$ cat src/sv/pts_pkg.sv
// Shared types, constants and codes for the periodic task tick scheduler.
`default_nettype none
package pts_pkg;

  localparam int TASKS       = 8;
  localparam int COUNT_WIDTH = 16;
  localparam int TIDX_W      = 3;
  localparam int MAX_OUT     = 8;
  localparam int NOUT_W      = 3;
  localparam int MASK_W      = 8;
  localparam int FAST_TICKS  = 101;
  localparam int SLOW_TICKS  = 301;
  localparam int SELECT_BIT  = 0;
  localparam int QDEPTH      = 2;
  localparam int QPTR_W      = 1;
  localparam int QCNT_W      = 2;

  localparam logic [2:0] OP_TICK     = 3'd0;
  localparam logic [2:0] OP_DISPATCH = 3'd1;
  localparam logic [2:0] OP_LOAD     = 3'd2;
  localparam logic [2:0] OP_INTERVAL = 3'd3;
  localparam logic [2:0] OP_SUSPEND  = 3'd4;

  localparam logic [COUNT_WIDTH-1:0] COUNT_MAX = '1;

  function automatic logic [COUNT_WIDTH-1:0] sat_count(input logic [31:0] v);
    logic [COUNT_WIDTH-1:0] r;
    if (v > 32'(COUNT_MAX)) r = COUNT_MAX;
    else r = v[COUNT_WIDTH-1:0];
    return r;
  endfunction

  localparam logic [COUNT_WIDTH-1:0] FAST_RELOAD = sat_count(32'(FAST_TICKS));
  localparam logic [COUNT_WIDTH-1:0] SLOW_RELOAD = sat_count(32'(SLOW_TICKS));

  typedef struct packed {
    logic [2:0]  opcode;
    logic [2:0]  task_index;
    logic [15:0] interval_value;
    logic        suspend_bit;
  } pts_in_t;

  typedef struct packed {
    logic       valid_res;
    logic [2:0] task_index_out;
    logic       last;
    logic [7:0] ready_mask;
  } pts_out_t;

  // Classified command as held in the queue
  typedef struct packed {
    logic [2:0]             op;
    logic [TIDX_W-1:0]      idx;
    logic [COUNT_WIDTH-1:0] value;
    logic                   susp;
  } pts_cmd_t;

endpackage
`default_nettype wire

$ cat src/sv/pts_front.sv
// Front end: takes transactions, drops no-op ones and prepares slot write values.
`default_nettype none
module pts_front
  import pts_pkg::*;
(
  input  wire logic     start,
  input  wire pts_in_t  in_data,
  input  wire logic     q_full,
  output logic          busy,
  output logic          q_push,
  output pts_cmd_t      q_cmd
);

  logic        accept;
  logic        known_op;
  logic        slot_ok;
  logic        slot_op;
  logic [31:0] value32;

  assign busy   = q_full;
  assign accept = start && !q_full;

  always_comb begin
    value32  = 32'(in_data.interval_value);
    slot_ok  = 32'(in_data.task_index) < 32'(TASKS);
    slot_op  = (in_data.opcode == OP_LOAD) || (in_data.opcode == OP_INTERVAL) ||
               (in_data.opcode == OP_SUSPEND);
    known_op = (in_data.opcode == OP_TICK) || (in_data.opcode == OP_DISPATCH) ||
               (slot_op && slot_ok);

    q_cmd.op   = in_data.opcode;
    q_cmd.idx  = TIDX_W'(in_data.task_index);
    q_cmd.susp = in_data.suspend_bit;
    if (in_data.opcode == OP_INTERVAL) begin
      q_cmd.value = in_data.interval_value[SELECT_BIT] ? FAST_RELOAD : SLOW_RELOAD;
    end else begin
      q_cmd.value = value32[COUNT_WIDTH-1:0];
    end
  end

  assign q_push = accept && known_op;

endmodule
`default_nettype wire

$ cat src/sv/pts_queue.sv
// Short command queue between the front end and the execution unit.
`default_nettype none
module pts_queue
  import pts_pkg::*;
(
  input  wire logic     clk,
  input  wire logic     rst_n,
  input  wire logic     push,
  input  wire pts_cmd_t push_cmd,
  input  wire logic     pop,
  output logic          full,
  output logic          empty,
  output pts_cmd_t      head
);

  pts_cmd_t            mem [QDEPTH];
  logic [QPTR_W-1:0]   wptr_r, wptr_nxt;
  logic [QPTR_W-1:0]   rptr_r, rptr_nxt;
  logic [QCNT_W-1:0]   cnt_r, cnt_nxt;
  logic                do_push, do_pop;

  assign full    = cnt_r == QCNT_W'(QDEPTH);
  assign empty   = cnt_r == '0;
  assign do_push = push && !full;
  assign do_pop  = pop && !empty;
  assign head    = mem[rptr_r];

  always_comb begin
    wptr_nxt = do_push ? wptr_r + 1'b1 : wptr_r;
    rptr_nxt = do_pop ? rptr_r + 1'b1 : rptr_r;
    cnt_nxt  = cnt_r;
    if (do_push && !do_pop) cnt_nxt = cnt_r + 1'b1;
    else if (do_pop && !do_push) cnt_nxt = cnt_r - 1'b1;
  end

  always_ff @(posedge clk) begin
    if (!rst_n) begin
      wptr_r <= '0;
      rptr_r <= '0;
      cnt_r  <= '0;
    end else begin
      wptr_r <= wptr_nxt;
      rptr_r <= rptr_nxt;
      cnt_r  <= cnt_nxt;
    end
  end

  always_ff @(posedge clk) begin
    if (do_push) mem[wptr_r] <= push_cmd;
  end

endmodule
`default_nettype wire

$ cat src/sv/pts_back.sv
// Execution unit: slot table, tick lanes and the one-per-cycle dispatch scan.
`default_nettype none
module pts_back
  import pts_pkg::*;
(
  input  wire logic     clk,
  input  wire logic     rst_n,
  input  wire logic     q_empty,
  input  wire pts_cmd_t q_head,
  output logic          q_pop,
  output logic          out_strobe,
  output pts_out_t      out_res
);

  localparam logic ST_IDLE = 1'b0;
  localparam logic ST_DISP = 1'b1;

  logic                   state_r, state_nxt;
  logic [COUNT_WIDTH-1:0] cd_r     [TASKS];
  logic [COUNT_WIDTH-1:0] cd_nxt   [TASKS];
  logic [COUNT_WIDTH-1:0] rel_r    [TASKS];
  logic [COUNT_WIDTH-1:0] rel_nxt  [TASKS];
  logic [TASKS-1:0]       pend_r, pend_nxt;
  logic [TASKS-1:0]       susp_r, susp_nxt;
  logic [NOUT_W-1:0]      n_r, n_nxt;
  logic                   strobe_r, strobe_nxt;
  pts_out_t               res_r, res_nxt;

  logic [TASKS-1:0]       cand, rest;
  logic [TIDX_W-1:0]      sel;
  logic                   found;
  logic [MASK_W-1:0]      tick_mask;
  logic [COUNT_WIDTH-1:0] dec;

  assign q_pop      = (state_r == ST_IDLE) && !q_empty;
  assign out_strobe = strobe_r;
  assign out_res    = res_r;

  // lowest pending, unsuspended slot
  always_comb begin
    cand  = pend_r & ~susp_r;
    sel   = '0;
    found = 1'b0;
    for (int i = 0; i < TASKS; i++) begin
      if (cand[i] && !found) begin
        sel   = TIDX_W'(i);
        found = 1'b1;
      end
    end
    rest = cand;
    rest[sel] = 1'b0;
  end

  always_comb begin
    state_nxt  = state_r;
    pend_nxt   = pend_r;
    susp_nxt   = susp_r;
    n_nxt      = n_r;
    strobe_nxt = 1'b0;
    res_nxt    = '0;
    tick_mask  = '0;
    dec        = '0;
    for (int i = 0; i < TASKS; i++) begin
      cd_nxt[i]  = cd_r[i];
      rel_nxt[i] = rel_r[i];
    end

    unique case (state_r)
      ST_IDLE: begin
        if (!q_empty) begin
          priority case (q_head.op)
            OP_TICK: begin
              for (int i = 0; i < TASKS; i++) begin
                dec = cd_r[i] - 1'b1;
                if (cd_r[i] != '0 && !susp_r[i]) begin
                  cd_nxt[i] = dec;
                  if (dec == '0) begin
                    cd_nxt[i]   = rel_r[i];
                    pend_nxt[i] = 1'b1;
                    if (i < MASK_W) tick_mask[i] = 1'b1;
                  end
                end
              end
              strobe_nxt         = 1'b1;
              res_nxt.last       = 1'b1;
              res_nxt.ready_mask = 8'(tick_mask);
            end
            OP_DISPATCH: begin
              state_nxt = ST_DISP;
              n_nxt     = '0;
            end
            OP_LOAD: begin
              cd_nxt[q_head.idx]   = q_head.value;
              rel_nxt[q_head.idx]  = q_head.value;
              pend_nxt[q_head.idx] = 1'b0;
            end
            OP_INTERVAL: begin
              rel_nxt[q_head.idx] = q_head.value;
            end
            OP_SUSPEND: begin
              susp_nxt[q_head.idx] = q_head.susp;
            end
            default: begin
            end
          endcase
        end
      end
      ST_DISP: begin
        strobe_nxt = 1'b1;
        if (!found) begin
          // nothing pending: a single empty result
          res_nxt.last = 1'b1;
          state_nxt    = ST_IDLE;
        end else begin
          pend_nxt[sel]          = 1'b0;
          res_nxt.valid_res      = 1'b1;
          res_nxt.task_index_out = 3'(sel);
          res_nxt.last           = (rest == '0) || (n_r == NOUT_W'(MAX_OUT - 1));
          n_nxt                  = n_r + 1'b1;
          if (res_nxt.last) state_nxt = ST_IDLE;
        end
      end
      default: state_nxt = ST_IDLE;
    endcase
  end

  always_ff @(posedge clk) begin
    if (!rst_n) begin
      state_r  <= ST_IDLE;
      pend_r   <= '0;
      susp_r   <= '0;
      n_r      <= '0;
      strobe_r <= 1'b0;
      for (int i = 0; i < TASKS; i++) begin
        cd_r[i]  <= '0;
        rel_r[i] <= '0;
      end
    end else begin
      state_r  <= state_nxt;
      pend_r   <= pend_nxt;
      susp_r   <= susp_nxt;
      n_r      <= n_nxt;
      strobe_r <= strobe_nxt;
      for (int i = 0; i < TASKS; i++) begin
        cd_r[i]  <= cd_nxt[i];
        rel_r[i] <= rel_nxt[i];
      end
    end
  end

  always_ff @(posedge clk) begin
    res_r <= res_nxt;
  end

endmodule
`default_nettype wire

$ cat src/sv/periodic_task_tick_scheduler.sv
// A tick result is registered from the queue head; slot writes take effect as the command leaves it.
// Dispatch: the first result follows the queue entry and the dispatch state; then one
// result per cycle from the single dispatch scan, up to 8 per dispatch; a dispatch
// leaves the queue as its scan starts and holds the unit until its last result.
// A 2-entry command queue decouples intake from execution; busy means it is full.
// Synchronous reset clears all slot countdowns, intervals and flags at once.
`default_nettype none
module periodic_task_tick_scheduler
  import pts_pkg::*;
(
  input  wire logic    clk,
  input  wire logic    rst_n,
  input  wire logic    start,
  input  wire pts_in_t in_data,
  output logic         busy,
  output logic         out_strobe,
  output pts_out_t     out_res
);

  logic     q_push, q_pop, q_full, q_empty;
  pts_cmd_t q_cmd, q_head;

  pts_front u_front (
    .start   (start),
    .in_data (in_data),
    .q_full  (q_full),
    .busy    (busy),
    .q_push  (q_push),
    .q_cmd   (q_cmd)
  );

  pts_queue u_queue (
    .clk      (clk),
    .rst_n    (rst_n),
    .push     (q_push),
    .push_cmd (q_cmd),
    .pop      (q_pop),
    .full     (q_full),
    .empty    (q_empty),
    .head     (q_head)
  );

  pts_back u_back (
    .clk        (clk),
    .rst_n      (rst_n),
    .q_empty    (q_empty),
    .q_head     (q_head),
    .q_pop      (q_pop),
    .out_strobe (out_strobe),
    .out_res    (out_res)
  );

endmodule
`default_nettype wire

$ cat config.mk
export PLATFORM = sky130hd
export DESIGN_NAME = periodic_task_tick_scheduler
export DESIGN_NICKNAME = d
export VERILOG_FILES = /design/src/sv/pts_pkg.sv /design/src/sv/pts_front.sv /design/src/sv/pts_queue.sv /design/src/sv/pts_back.sv /design/src/sv/periodic_task_tick_scheduler.sv
export SDC_FILE = /design/constraint.sdc
export NUM_CORES = 1
export LEC_CHECK = 0
export ABC_AREA = 1
export BUFFER_PORTS_ARGS = -buffer_cell sky130_fd_sc_hd__buf_4
export CORE_MARGIN = 2
export CORE_UTILIZATION = 50
export CTS_BUF_LIST = sky130_fd_sc_hd__clkbuf_8
export CTS_CLUSTER_SIZE = 40
export DETAILED_ROUTE_END_ITERATION = 7
export PLACE_DENSITY = 0.63
export SETUP_SLACK_MARGIN = 0.4
export SYNTH_ARGS = -nofsm -noshare
export SYNTH_HDL_FRONTEND = slang
export SYNTH_SLANG_ARGS = --single-unit
$ cat constraint.sdc
create_clock -name clk -period 3.1 [get_ports clk]
set_input_delay 0.93 -clock clk [delete_from_list [all_inputs] [get_ports clk]]
set_output_delay 0.93 -clock clk [all_outputs]
set_load 0.005 [all_outputs]
Yosys cells after proc, flatten, opt, wreduce, memory -nomap -nowiden
Memories as Yosys holds them, arrays and structs flattened. A register that Yosys moved wholly into a read port is not among the register bits.
Cells that the tools add are included.
{"block": "totals", "regBits": 38, "latch_bits": 0, "mem_bits_rw": 302, "romBits": 0, "input_bits": 26, "output_inout_bits": 15, "elab_cells": 328, "n_memories": 3}
{"memory": "u_back.cd_r", "words": 8, "word_bits": 16, "read_ports": 8, "rd_ports_with_merged_regs": 0, "write_ports": 8, "line_no": "pts_back.sv:19", "rtl": "logic [COUNT_WIDTH-1:0] cd_r [TASKS];"}
{"memory": "u_back.rel_r", "words": 8, "word_bits": 16, "read_ports": 8, "rd_ports_with_merged_regs": 0, "write_ports": 8, "line_no": "pts_back.sv:21", "rtl": "logic [COUNT_WIDTH-1:0] rel_r [TASKS];"}
{"memory": "u_queue.mem", "words": 2, "word_bits": 23, "read_ports": 1, "rd_ports_with_merged_regs": 1, "write_ports": 1, "line_no": "pts_queue.sv:16", "rtl": "pts_cmd_t mem [QDEPTH];"}
{"block": "op_classes", "addsub": 13, "multipliers": 0, "n_div": 0, "magnitude_cmp": 6, "n_eq_ne": 30, "shift": 0, "n_mux": 125, "bitwise_logic": 35, "reduce_logical": 90}
{"cell": "two-way mux 128 bit", "count": 5}
{"cell": "two-way mux 16 bit", "count": 34}
{"cell": "bitwise mux 128 bit", "count": 2}
{"cell": "one-hot mux 128 bit (2 select lines)", "count": 1}
{"cell": "zero test 16 bit", "count": 8}
{"cell": "nonzero test 16 bit", "count": 8}
{"cell": "subtractor 16 x 1 -> 16 bit (second input constant)", "count": 8}
{"cell": "two-way mux 1 bit", "count": 56}
{"cell": "inequality test 3 bit (second input constant)", "count": 17}
{"cell": "demux 16 bit (select 3 bit)", "count": 1}
{"cell": "AND reduction 5 bit", "count": 8}
{"cell": "AND 8 bit", "count": 4}
{"cell": "one-hot mux 8 bit (2 select lines)", "count": 2}
{"cell": "OR reduction 4 bit", "count": 8}
{"cell": "two-way mux 9 bit", "count": 3}
{"cell": "logical AND 1 bit", "count": 25}
{"cell": "NOT 8 bit", "count": 3}
{"cell": "two-way mux 3 bit", "count": 7}
{"cell": "zero test 1 bit", "count": 19}
{"cell": "two-way mux 8 bit", "count": 2}
{"cell": "bitwise OR 1 bit", "count": 16}
{"cell": "== test 3 x 2 -> 1 bit (second input constant)", "count": 4}
{"cell": "NOT 1 bit", "count": 11}
{"cell": "== test 3 bit (second input constant)", "count": 3}
{"cell": "other kinds (26)", "count": 44}

Logic depth before layout (Yosys ltp)
{"block": "depth", "ltp_word": 35, "mapped_depth": 16, "ltp_nobuf": 16}

Cells and area by module
A second synthesis with hierarchy kept.
{"block": "hier_totals", "hier_cells": 3255, "area_unflattened_um2": 21177.8}
{"mod": "pts_back", "n_inst": 1, "cells_per_inst": 3094, "area_per_inst_um2": 19030.8, "seq_area_each_um2": 5805.6}
{"mod": "pts_queue", "n_inst": 1, "cells_per_inst": 109, "area_per_inst_um2": 1908.1, "seq_area_each_um2": 1481.4}
{"mod": "pts_front", "n_inst": 1, "cells_per_inst": 52, "area_per_inst_um2": 239.0, "seq_area_each_um2": 0.0}

Least setup slack after synthesis
OpenSTA, ideal clock, no wires.
{"block": "synth_timing", "path_kind": "input-to-reg", "startpoint": "in in_data[21] in the netlist's numbering", "endpoint": "mem u_queue.mem[1][0] in the netlist's numbering (enable)", "setup_ps": 404, "arrival_ps": 2348, "required_time_ps": 2696, "slack_ps": 348, "cell_stages": 5, "path_buffers": 0, "path_cell_list": "o21ai_0 -> nand2_1 -> nor2_1 -> inv_1 -> nor2_1"}
{"block": "synth_via", "elab_chain_cells": 8, "elab_cells_between_ends": 13, "cone_classes": "eq/ne (4); mux (2); reduce/logical (7)"}
{"element": "start, declared", "line_no": "periodic_task_tick_scheduler.sv:14", "rtl": "input wire pts_in_t in_data,"}
{"element": "== test 3 x 2 -> 1 bit", "line_no": "pts_front.sv:26", "rtl": "slot_op = (in_data.opcode == OP_LOAD) || (in_data.opcode == OP_INTERVAL) ||"}
{"element": "logical OR 1 bit (2 in series)", "line_no": "pts_front.sv:26"}
{"element": "logical OR 1 bit (*)", "line_no": "pts_front.sv:28", "rtl": "known_op = (in_data.opcode == OP_TICK) || (in_data.opcode == OP_DISPATCH) ||"}
{"element": "logical AND 1 bit (*)", "line_no": "pts_front.sv:41", "rtl": "assign q_push = accept && known_op;"}
{"element": "logical AND 1 bit (*)", "line_no": "pts_queue.sv:24", "rtl": "assign do_push = push && !full;"}
{"element": "named net u_queue.do_push", "line_no": "pts_queue.sv:20", "rtl": "logic do_push, do_pop;"}
{"element": "two-way mux 1 bit (*)", "line_no": "pts_queue.sv:49", "rtl": "if (do_push) mem[wptr_r] <= push_cmd;"}
{"element": "two-way mux 1 bit (implied by the code) (*)", "line_no": "pts_queue.sv:49"}
{"element": "end, declared", "line_no": "pts_queue.sv:16"}
Mark *: on every way through the listed nets, which the timed path passes. The rest lies on a longest branch.

==> results.py <==
metrics = {
    "outcome": {
        "outcome": "finished, final reports clean",
    },
    "routing": {
        "antenna_left": 0,
        "drc": 0,
        "vias": 21300,
        "routed_via_density": 5.57,
        "drt-initial-drc-count": 2084,
        "routed_wl_um": 70700,
        "drt_pass1_iterations": 6,
        "routedWlPerCell_um": 18.4,
    },
    "floorplan": {
        "num_rows": 73,
        "die_width_um": 205,
        "initial_core_util_pct": 50.7,
        "die_y_um": 205,
        "pin_count": 41,
        "core_um2": 39800,
        "design.die.area_um2": 42000,
    },
    "global_route": {
        "grt_use_total_pct": 33.4,
        "overflow": 0,
        "grt_max_degree": 89,
        "grt_pass1_wl_um": 109000,
        "antenna_found_initial": 0,
        "grt_pass1_vias": 19600,
    },
    "synthesis": {
        "synth-adder-area-share_pct": 1.18,
        "syn_area_per_cell_um2": 6.28,
        "synth_top_family_by_area": "simple AND/OR/NAND/NOR gates",
        "synth.distinct_cells": 47,
        "synth_compound_area_share_pct": 14.0,
        "syn_inst": 3217,
        "synthXorXnorAreaFrac_pct": 1.43,
        "synth_warnings": 0,
        "ys_seq_area_share_pct": 36.1,
        "netlist_top_cells_area": "dfxtp_1 29%, nand2_1 19%, a21oi_1 11%",
        "async_flop_share_pct": 0,
        "yosysTopAreaCell": "dfxtp_1",
        "synthMuxAreaShare_pct": 0,
        "synth_seq_cells": 341,
        "syn-cell-area_um2": 20200,
        "syn_nets": 3262,
        "synth_enable_flop_cells": 46,
        "yosys_most_used_dff": "dfxtp_1",
        "synth-simple-area-share_pct": 37.7,
        "synth_top_area_share_pct": 29.2,
    },
    "worst_setup_path": {
        "crit_required_ps": 3640,
        "worstRegToRegCells": 10,
        "r2r_end": "u_back.rel_r[1][22]",
        "reg2reg_slack_ps": 550,
        "worstPathArrival_ps": 3100,
        "crit_fanout": 34,
        "cp-end-kind": "flop",
        "crit_type": "reg2reg",
        "critPathLaunchType": "flop",
    },
    "timing": {
        "setup_ws_ps": 548,
        "hold_viol": 0,
        "tightest_slew_ps": 877,
        "final-setup-viol-count": 0,
        "slew_headroom_pct": 41.4,
        "rsz0062_at_grt": "true",
        "min_period_over_period_pct": 82.3,
        "min_period_ps": 2550,
        "finalSetupTns_ps": 0,
        "slew_violations": 0,
        "fmax_mhz": 392,
        "clock_skew_ps": 28.5,
    },
    "final_layout": {
        "area_growth_pct": 12.4,
        "diodes": 0,
        "nets": 3303,
        "final_common_cell": "nand2_1",
        "drive_above_1_share_pct": 9.49,
        "layout_common_cells": "1015 x nand2_1, 431 x a21oi_1, 354 x nand3_1",
    },
    "power": {
        "ir_worst_vdd_v": 0.000615,
        "p_leak_nw": 10.9,
        "pwr_density_cell_nw_per_um2": 1190,
    },
    "clock_network": {
        "numCtsBuffers": 61,
        "clock-sinks": 341,
        "clockBufferDepth": 3,
        "cts_tree": "done",
        "cts_htree_levels": 2,
        "clk_pin_slew_worst_paths_ps": 60,
        "clock_latency_ps": 680,
        "hold_buffers": 0,
        "ctsRootBufferMaster": "clkbuf_8",
    },
    "job": {
        "cap_viol_max_count": 0,
    },
    "placement": {
        "routabilityCongestion": 0.941,
        "place_ws_ps": 289,
        "numPortBuffers": 40,
        "dp.final_hpwl_um": 46800,
    },
    "hold_path": {
        "worstHoldStart": "in_data[17]",
        "hold_path.class": "in2reg",
        "hold_path_end": "u_queue.mem[1][17]",
        "holdPathStages": 1,
    },
}
metrics by stage:
step / power (mW) / hold WS [ps] / utilization (%) / cells / cell area, um^2
after detailed placement: 21.8 / 444 / 52.8 / 3700 / 21000
after floorplan: 17.4 / 425 / - / 3217 / 20200
after global placement: 21.7 / 436 / 52.8 / 3700 / 21000
after CTS: 26.4 / 406 / 56.1 / 3815 / 22400
final: 26.9 / 446 / 57.0 / 3835 / 22700
after global routing: 29.3 / 421 / 57.0 / 3835 / 22700
kinds of logic after synthesis:
kind of cell             count (synthesis)
AO/OA/AOI/OAI                          551
XOR/XNOR                                33
adder cells (fa/ha/maj)                 19
buffers and inverters                  480
flip-flops                             341
AND/OR/NAND/NOR                       1793
worst max-delay path: stages (launching register included):
cell,delay [ps]
dfxtp_1,340
inv_2,260
or2_0,150
o21ai_0,210
inv_2,130
nand2_1,90
nor2_2,130
buf_4,380
nand2_1,440
nand2_1,180
a21oi_1,80
registers in the layout, indices dropped and copies added, names as in the netlist, 2 cells and up, named ones only:
register	flops
u_back.pend_r	8
u_back.out_res	13
u_back.rel_r	128
u_back.n_r	3
u_queue.cnt_r	2
u_back.susp_r	8
u_queue.mem	46
u_back.cd_r	128
repair_timing:
action                     CTS  global route
setup endpoints to repair   56           186
cloned                       0             1
pin swaps                    0             7
buffers inserted             0            19
gates resized for setup      8            25
hold endpoints to repair     0             0
Yosys cell counts, types with 21 or more instances:
master,count
a21oi_1,432
buf_2,45
clkbuf_1,75
dfxtp_1,295
edfxtp_1,46
inv_1,327
nand2_1,1020
nand3_1,354
nand4_1,31
nor2_1,294
nor2_4,21
o21ai_0,86
xor2_1,26
metal layers:
| metal | vias to the layer above | routed length (um) | track usage [%] |
|---|---|---|---|
| li1 | 10400 | - | - |
| met1 | 9963 | 31300 | 46.5 |
| met2 | 787 | 31600 | 52.7 |
| met3 | 150 | 4970 | 3.88 |
| met4 | 0 | 2740 | 13.2 |
| met5 | - | 0 | 0 |
layout make-up:
cell class	instances	area [um^2]
timing repair buffer	116	1070
clock inverter	43	290
multi-input combinational	2397	11100
sequential	341	7290
clock buffer	72	991
fill	4036	17100
tap	525	657
inverter	341	1290
report_power, final:
group | switching, mW | internal, mW | leakage [nW]
combinational | 11.9 | 4.82 | 7.37
clock | 2.04 | 2.44 | 0.735
sequential | 0.543 | 5.15 | 2.81
total | 14.5 | 12.4 | 10.9
how the worst max path moves through the flow:
| stage | start | endpoint | slack, ps | cells after the start |
|---|---|---|---|---|
| floorplan | in_data[21] | u_queue.mem[1][0] | 720 | 5 |
| global placement | u_back.cd_r[0][0] | u_back.out_res[0] | 240 | 9 |
| detailed placement | u_back.cd_r[0][0] | u_back.out_res[0] | 290 | 11 |
| CTS | flop | u_back.cd_r[1][51] | 420 | 8 |
| global route | u_back.cd_r[1][18] | u_back.cd_r[1][23] | 340 | 10 |
| finish | flop | u_back.rel_r[1][22] | 550 | 10 |
Power figures use the tool's default switching activity.
